File: src/hw/rtl/pid_pkg.sv
// Shared constants, codes and types of the positional insert deque.
`default_nettype none
package pid_pkg;

  localparam int DEPTH_DEF    = 16;
  localparam int ID_WIDTH_DEF = 16;

  // Port widths of the request and result fields.
  localparam int REQ_W    = 2;
  localparam int ITEM_W   = 16;
  localparam int POS_W    = 8;
  localparam int STATUS_W = 3;
  localparam int COUNT_W  = 5;

  // Request codes.
  localparam logic [REQ_W-1:0] REQ_PUSH_FRONT = 2'd0;
  localparam logic [REQ_W-1:0] REQ_PUSH_BACK  = 2'd1;
  localparam logic [REQ_W-1:0] REQ_INSERT_AT  = 2'd2;
  localparam logic [REQ_W-1:0] REQ_POP_FRONT  = 2'd3;

  // Status codes.
  localparam logic [STATUS_W-1:0] ST_OK      = 3'd0;
  localparam logic [STATUS_W-1:0] ST_CLAMPED = 3'd1;
  localparam logic [STATUS_W-1:0] ST_EMPTY   = 3'd2;
  localparam logic [STATUS_W-1:0] ST_FULL    = 3'd3;

  // Commands from the controller to the datapath.
  typedef struct packed {
    logic load;  // capture the incoming request
    logic exec;  // carry out the held request and register its result
  } pid_cmd_t;

endpackage
`default_nettype wire

File: src/hw/rtl/positional_insert_deque.sv
// Top level of the positional insert deque: controller, datapath and checks.
//
// An ordered queue of up to DEPTH identifiers held in a chain of cells packed from
// the front. A request inserts at the front, at the back or at a 1-based position,
// or removes the front entry; every request gives one result carrying the status,
// the removed identifier, the new head and tail and the entry count. A request is
// captured in a request register and carried out in the next cycle in which the
// output register is free, which then registers its result, and one request per
// cycle is sustained while the result side does not stall. A result passes the
// request register and the output register; every cell compares its index with
// the insert position in parallel and all cells shift together.
// Identifiers are kept to ID_WIDTH bits. The entry count port is five bits wide.
`default_nettype none
module positional_insert_deque
  import pid_pkg::*;
#(
  parameter int DEPTH    = DEPTH_DEF,
  parameter int ID_WIDTH = ID_WIDTH_DEF
) (
  input  wire logic                clk,
  input  wire logic                rst_n,
  input  wire logic                in_valid,
  output logic                     in_stall,
  input  wire logic [REQ_W-1:0]    in_req_type,
  input  wire logic [ITEM_W-1:0]   in_item_id,
  input  wire logic [POS_W-1:0]    in_position,
  output logic                     out_valid,
  input  wire logic                out_stall,
  output logic      [STATUS_W-1:0] out_status,
  output logic      [ITEM_W-1:0]   out_removed_id,
  output logic      [ITEM_W-1:0]   out_head_id,
  output logic      [ITEM_W-1:0]   out_tail_id,
  output logic      [COUNT_W-1:0]  out_entry_count
);

  pid_cmd_t cmd;

  pid_ctrl u_ctrl (
    .clk       (clk),
    .rst_n     (rst_n),
    .in_valid  (in_valid),
    .in_stall  (in_stall),
    .out_valid (out_valid),
    .out_stall (out_stall),
    .cmd       (cmd)
  );

  pid_datapath #(
    .DEPTH    (DEPTH),
    .ID_WIDTH (ID_WIDTH)
  ) u_datapath (
    .clk             (clk),
    .rst_n           (rst_n),
    .cmd             (cmd),
    .in_req_type     (in_req_type),
    .in_item_id      (in_item_id),
    .in_position     (in_position),
    .out_status      (out_status),
    .out_removed_id  (out_removed_id),
    .out_head_id     (out_head_id),
    .out_tail_id     (out_tail_id),
    .out_entry_count (out_entry_count)
  );

  // A request is only carried out once the output register can take its result.
  a_exec_when_free: assert property (@(posedge clk) disable iff (!rst_n)
    cmd.exec |-> (!out_valid || !out_stall))
    else $error("request executed while the result register was blocked");

  // A removal from an empty queue leaves it empty and removes nothing.
  a_empty_pop: assert property (@(posedge clk) disable iff (!rst_n)
    (out_valid && out_status == ST_EMPTY) |-> (out_entry_count == '0 && out_removed_id == '0))
    else $error("removal on empty reported a removed identifier or entries");

  // An empty queue reports zero at both ends.
  a_empty_ends: assert property (@(posedge clk) disable iff (!rst_n)
    (out_valid && out_entry_count == '0) |-> (out_head_id == '0 && out_tail_id == '0))
    else $error("empty queue reported a non-zero head or tail");

  // A dropped insert removes nothing.
  a_full_drop: assert property (@(posedge clk) disable iff (!rst_n)
    (out_valid && out_status == ST_FULL) |-> (out_removed_id == '0))
    else $error("dropped insert reported a removed identifier");

endmodule
`default_nettype wire

File: src/hw/rtl/pid_ctrl.sv
// Controller: request holding state, result valid and the two stalls.
`default_nettype none
module pid_ctrl
  import pid_pkg::*;
(
  input  wire logic clk,
  input  wire logic rst_n,
  input  wire logic in_valid,
  output logic      in_stall,
  output logic      out_valid,
  input  wire logic out_stall,
  output pid_cmd_t  cmd
);

  localparam logic S_IDLE = 1'b0;
  localparam logic S_HELD = 1'b1;

  logic state_r, state_nxt;
  logic out_valid_r, out_valid_nxt;
  logic out_free;
  logic exec;
  logic accept;

  always_comb begin
    out_free = !out_valid_r || !out_stall;
    exec     = 1'b0;
    case (state_r)
      S_IDLE:  exec = 1'b0;
      S_HELD:  exec = out_free;
      default: exec = 1'b0;
    endcase
    // A held request blocks the input until it has moved into the output register.
    // No request is taken while reset is applied.
    in_stall      = !rst_n || ((state_r == S_HELD) && !exec);
    accept        = in_valid && !in_stall;
    state_nxt     = accept ? S_HELD : (exec ? S_IDLE : state_r);
    out_valid_nxt = exec || (out_valid_r && out_stall);
  end

  always_ff @(posedge clk) begin
    if (!rst_n) begin
      state_r     <= S_IDLE;
      out_valid_r <= 1'b0;
    end else begin
      state_r     <= state_nxt;
      out_valid_r <= out_valid_nxt;
    end
  end

  assign out_valid = out_valid_r;
  assign cmd.load  = accept;
  assign cmd.exec  = exec;

endmodule
`default_nettype wire

File: src/hw/rtl/pid_datapath.sv
// Datapath: request register, chain of identifier cells, occupancy and result registers.
`default_nettype none
module pid_datapath
  import pid_pkg::*;
#(
  parameter int DEPTH    = DEPTH_DEF,
  parameter int ID_WIDTH = ID_WIDTH_DEF
) (
  input  wire logic                clk,
  input  wire logic                rst_n,
  input  wire pid_cmd_t            cmd,
  input  wire logic [REQ_W-1:0]    in_req_type,
  input  wire logic [ITEM_W-1:0]   in_item_id,
  input  wire logic [POS_W-1:0]    in_position,
  output logic      [STATUS_W-1:0] out_status,
  output logic      [ITEM_W-1:0]   out_removed_id,
  output logic      [ITEM_W-1:0]   out_head_id,
  output logic      [ITEM_W-1:0]   out_tail_id,
  output logic      [COUNT_W-1:0]  out_entry_count
);

  localparam int CW   = $clog2(DEPTH + 1);
  localparam int CMPW = ((CW > POS_W) ? CW : POS_W) + 1;

  logic [REQ_W-1:0]    req_r;
  logic [ID_WIDTH-1:0] id_r;
  logic [POS_W-1:0]    pos_r;

  logic [ID_WIDTH-1:0] cells_r   [DEPTH];
  logic [ID_WIDTH-1:0] cells_nxt [DEPTH];
  logic [ID_WIDTH-1:0] ins_val   [DEPTH];
  logic [ID_WIDTH-1:0] rem_val   [DEPTH];
  logic [CW-1:0]       count_r, count_nxt;
  logic [ID_WIDTH-1:0] tail_r, tail_nxt;

  logic [STATUS_W-1:0] status_nxt;
  logic [ID_WIDTH-1:0] removed_nxt;
  logic [CW-1:0]       ins_idx;
  logic                do_insert;
  logic                do_remove;
  logic                full;
  logic [CMPW-1:0]     pos_w;
  logic [CMPW-1:0]     count_w;

  // Each cell picks its new value from its own index compared with the insert index.
  for (genvar g = 0; g < DEPTH; g++) begin : g_cell
    if (g == 0) begin : g_first
      assign ins_val[g] = (ins_idx == CW'(g)) ? id_r : cells_r[g];
    end else begin : g_rest
      assign ins_val[g] = (CW'(g) < ins_idx)  ? cells_r[g] :
                          (CW'(g) == ins_idx) ? id_r : cells_r[g-1];
    end
    if (g == DEPTH - 1) begin : g_last
      assign rem_val[g] = cells_r[g];
    end else begin : g_inner
      assign rem_val[g] = cells_r[g+1];
    end
  end

  always_comb begin
    full        = (count_r == CW'(DEPTH));
    pos_w       = CMPW'(pos_r);
    count_w     = CMPW'(count_r);
    status_nxt  = ST_OK;
    removed_nxt = '0;
    ins_idx     = count_r;
    do_insert   = 1'b0;
    do_remove   = 1'b0;
    case (req_r)
      REQ_POP_FRONT: begin
        if (count_r == '0) begin
          status_nxt = ST_EMPTY;
        end else begin
          do_remove   = 1'b1;
          removed_nxt = cells_r[0];
        end
      end
      REQ_PUSH_FRONT: begin
        ins_idx   = '0;
        do_insert = !full;
      end
      REQ_PUSH_BACK: begin
        ins_idx   = count_r;
        do_insert = !full;
      end
      REQ_INSERT_AT: begin
        do_insert = !full;
        if (pos_w <= CMPW'(1)) begin
          ins_idx = '0;
        end else if (pos_w > count_w + CMPW'(1)) begin
          ins_idx    = count_r;
          status_nxt = ST_CLAMPED;
        end else begin
          ins_idx = CW'(pos_w - CMPW'(1));
        end
      end
      default: begin
        do_insert = 1'b0;
      end
    endcase
    // A full queue overrides clamping.
    if (req_r != REQ_POP_FRONT && full) begin
      status_nxt = ST_FULL;
    end

    count_nxt = count_r;
    tail_nxt  = tail_r;
    for (int i = 0; i < DEPTH; i++) begin
      cells_nxt[i] = cells_r[i];
    end
    if (do_insert) begin
      count_nxt = count_r + CW'(1);
      if (ins_idx == count_r) begin
        tail_nxt = id_r;
      end
      for (int i = 0; i < DEPTH; i++) begin
        cells_nxt[i] = ins_val[i];
      end
    end else if (do_remove) begin
      count_nxt = count_r - CW'(1);
      for (int i = 0; i < DEPTH; i++) begin
        cells_nxt[i] = rem_val[i];
      end
    end
  end

  always_ff @(posedge clk) begin
    if (cmd.load) begin
      req_r <= in_req_type;
      id_r  <= ID_WIDTH'(in_item_id);
      pos_r <= in_position;
    end
    if (cmd.exec) begin
      for (int i = 0; i < DEPTH; i++) begin
        cells_r[i] <= cells_nxt[i];
      end
      tail_r          <= tail_nxt;
      out_status      <= status_nxt;
      out_removed_id  <= ITEM_W'(removed_nxt);
      out_head_id     <= (count_nxt == '0) ? '0 : ITEM_W'(cells_nxt[0]);
      out_tail_id     <= (count_nxt == '0) ? '0 : ITEM_W'(tail_nxt);
      out_entry_count <= COUNT_W'(count_nxt);
    end
  end

  always_ff @(posedge clk) begin
    if (!rst_n) begin
      count_r <= '0;
    end else if (cmd.exec) begin
      count_r <= count_nxt;
    end
  end

endmodule
`default_nettype wire
File: config.mk
export PLATFORM = sky130hd
export DESIGN_NAME = positional_insert_deque
export DESIGN_NICKNAME = d
export VERILOG_FILES = /design/src/hw/rtl/pid_pkg.sv /design/src/hw/rtl/positional_insert_deque.sv /design/src/hw/rtl/pid_ctrl.sv /design/src/hw/rtl/pid_datapath.sv
export SDC_FILE = /design/constraint.sdc
export NUM_CORES = 1
export LEC_CHECK = 0
export BUFFER_PORTS_ARGS = -buffer_cell sky130_fd_sc_hd__clkbuf_2
export CAP_MARGIN = 5
export CORE_ASPECT_RATIO = 1.1
export CORE_MARGIN = 2
export CORE_UTILIZATION = 40
export CTS_CLUSTER_DIAMETER = 150
export DETAILED_ROUTE_END_ITERATION = 10
export HOLD_SLACK_MARGIN = 0.12
export PLACE_DENSITY = 0.58
export SLEW_MARGIN = 10
export SYNTH_ARGS = -nofsm -noshare
export SYNTH_HDL_FRONTEND = slang
export SYNTH_HIERARCHICAL = 1
export SYNTH_SLANG_ARGS = --single-unit
File: constraint.sdc
create_clock -name clk -period 6.1 [get_ports clk]
set_clock_uncertainty 0.05 [all_clocks]
set_input_delay 0.61 -clock clk [delete_from_list [all_inputs] [get_ports clk]]
set_output_delay 0.61 -clock clk [all_outputs]
set_load 0.005 [all_outputs]
==> out/results.tsv <==
metric	value	unit
achievable frequency	0.188	GHz
Worst Tran Pin Value	1.27	ns
Critical Path AT	5.41	ns
vias per cell	5.60	
Iter 0 DRT Violations	1156	
max incr delay on CP	0.81	ns
Global Route Usage Sum	19.1	%
Post-synth EDFFs	353	
Leak	7.18	nW
Crit path max-delay family	compound AO/OA/AOI/OAI gates	
post-synthesis adder-cell area fraction	0.693	%
post-synthesis xor/xnor area fraction	0.534	%
vias in the first global route	12184	
DRT Pass-1 Iters	5	
Buf/Inv on CP	2	
cts hold-fix bufs	0	
flop and latch count out of synthesis	360	
mux share of post-synthesis cell area	14.6	%
Slowest-stage cell, CP	o311a_1	
area post-placement	0.0188	mm²
Critical Path Fanout Max	16	
Fin. Hold Viols	0	
Primary FF master, synth	edfxtp_1	
clk slew on worst S/H paths	0.06	ns
DP HPWL	28200	µm
type of the worst setup path	flip-flop to flip-flop	
top cells by area, synth	edfxtp_1 59%, mux2i_1 13%, nand2_1 5.0%, o21ai_0 4.3%, o21ai_1 2.3%	
Reg power frac	52.8	%
Rows	81	
outcome	finished, final reports clean	
Initial Util	40.6	%
Post-Route Setup TNS	0	ns
Hold Crit Class	primary input to flip-flop	
DR top layer	met4	
reg2reg end	u_datapath/cells_r[1][8]	
CTS Buffer Depth	3	
Core Box Area	0.0445	mm²
r2r startpoint	u_datapath/count_r[0]	
antenna cells	0	
Die Ht	227	µm
Synth Area in Simple Gates	9.69	%
R2R setup slack	0.79	ns
maximum number of pins on one net before global-route repair	108	
PortBufs	86	
post-synthesis compound-gate area fraction	10.8	%
Power Density	285	mW/mm²
CP Cell Sequence	inv_1, nor3_1, nand3_1, ha_1, a2111oi_0, o21ai_0, o21ai_1, o21bai_2, a22o_1, buf_4, nor4_2, o311a_1	
CP Capture Type	flip-flop	
DRT Wirelength	44700	µm
share of cells above drive strength 1	15.2	%
post-synthesis sequential area ratio	59.5	%
syn nets	1527	
grt total ovfl	0	
WL/cell	21.0	µm
Die Width	207	µm
CTS root buf	clkbuf_16	
CP required	6.20	ns
CTS tree	done	
Post-synth top cells	353 x edfxtp_1, 241 x nand2_1, 228 x mux2i_1	
Post-synth ARST share	0	%
die area	0.0468	mm²
DR WL met3	2240	µm
H-Tree Depth	2	
total CTS buffers	39	
# Post-CTS Setup Buffers	0	
DRT antenna net count	0	
worst skew pair latency	0.55	ns
post-cts resize count	0	
DRT met1 WL	20100	µm
# nets final	1556	
IO Count	88	
worst vdd ir	0.190	mV
via count	11905	
crit path to	u_datapath/cells_r[1][8]	
Syn Inst Count	1487	
critical path depth	12	
first-pass GRT wire length	69900	µm
Int Power	4.34	mW
CTS sink count	360	
final instance area	0.0200	mm²
Unique masters post-synth	59	
mapped cell area	0.0180	mm²
met2 wire length	21100	µm
area grow syn2layout	10.7	%
main combinational cell family by area after synthesis	multiplexers	
unrepaired setup endpoints after global routing	false	
Comb pwr share	8.5	%
fill count	4080	
largest area contributor in the netlist	edfxtp_1	
minimum clock period	5.31	ns
crit path from	u_datapath/count_r[0]	
Max Cap Viol	0	
tightest hold margin	0.200	ns
Syn Area/Cell	12.1	µm²
part of the power in the clock network	38.6	%
final period utilization	87.0	%
top-count cell post-synth	edfxtp_1	
count of pins over their slew limit	0	
Rel. slew slack	15.7	%
Final Setup Violations	0	
Switching Fraction	23.9	%
initial antenna violation count	0	
Yosys warnings	6	
worst r2r path cells	12	
Worst setup SP type	flip-flop	
# DRC	0	
routability congestion estimate	0.840	
switching pwr	1.36	mW
post-synth top area share	58.7	%
cell usage in the layout (no fill, tap or decap), types with 4 or more instances in the layout:
cell type	count
nor2_1	47
inv_1	10
a21oi_1	19
dfxtp_1	7
buf_4	34
nand3_1	5
clkbuf_2	86
a31oi_1	17
mux2i_1	228
o21ai_1	82
nor2b_1	4
mux2_2	32
clkbuf_1	12
ha_1	10
o21a_1	17
nand2_1	240
a211oi_1	4
nor4_1	4
o21ai_0	154
clkinv_2	5
nor4_4	5
nand4_2	5
edfxtp_1	353
clkbuf_16	39
xnor2_1	10
o211a_1	16
clkinv_1	7
and2_1	35
how the worst min path moves through the flow:
stage	from	to	slack [ns]	cells past startpoint
final	in_item_id[9]	u_datapath/id_r[9]	0.20	1
after global routing	in_item_id[9]	u_datapath/id_r[9]	0.18	1
after CTS	in_item_id[9]	u_datapath/id_r[9]	0.18	1
after detailed placement	u_ctrl/state_r	u_ctrl/state_r	0.44	2
after global placement	u_ctrl/state_r	u_ctrl/state_r	0.43	2
after floorplan	u_ctrl/state_r	u_ctrl/state_r	0.41	2
through the flow:
stage	util [%]	cells	setup slack, ns	power, mW
3_3_place_gp	42.3	2056	0.948	3.54
6_report	44.9	2124	0.791	5.70
2_1_floorplan	-	1487	1.10	3.36
3_5_place_dp	42.3	2056	0.794	3.55
5_1_grt	44.9	2124	0.289	5.91
4_1_cts	44.9	2124	0.785	5.76
layout make-up:
cell class                 instances  area [µm²]  share of cell area (%)
tap                              581         727                    3.64
clock buffer                      53        1050                    5.25
clock inverter                    15         114                   0.570
multi-input combinational        985        6630                    33.2
timing repair buffer             120         686                    3.43
inverter                          10        37.5                   0.188
sequential                       360       10700                    53.8
layer usage:
layer	vias to the layer above	GRT usage [%]
li1	5526	-
met4	0	5.88
met2	347	31.6
met5	-	0
met1	5970	26.1
met3	62	2.67
power groups by stage:
stage	registers [mW]	clock network (mW)	logic (mW)
after floorplan	3.00	0	0.363
after global placement	3.06	0	0.477
after detailed placement	3.06	0	0.488
after CTS	3.01	2.26	0.490
after global routing	3.03	2.35	0.543
final	3.01	2.20	0.486
cells by family after synthesis:
logic type	after synthesis
AND/OR/NAND/NOR	371
flip-flops	360
AO/OA/AOI/OAI	332
multiplexers	260
buffers and inverters	142
XOR/XNOR	11
adder cells (fa/ha/maj)	10
other	1
registers in the layout, summed over array words and instances (netlist names):
name,cells
u_ctrl/state_r,1
u_datapath/pos_r,8
u_datapath/out_removed_id,16
u_datapath/count_r,5
u_datapath/out_tail_id,16
u_datapath/tail_r,16
u_datapath/id_r,16
u_datapath/out_head_id,16
u_datapath/out_entry_count,5
u_datapath/cells_r,256
u_datapath/req_r,2
u_datapath/out_status,2
u_ctrl/out_valid,1
No activity file was read; power rests on OpenSTA's default activity.
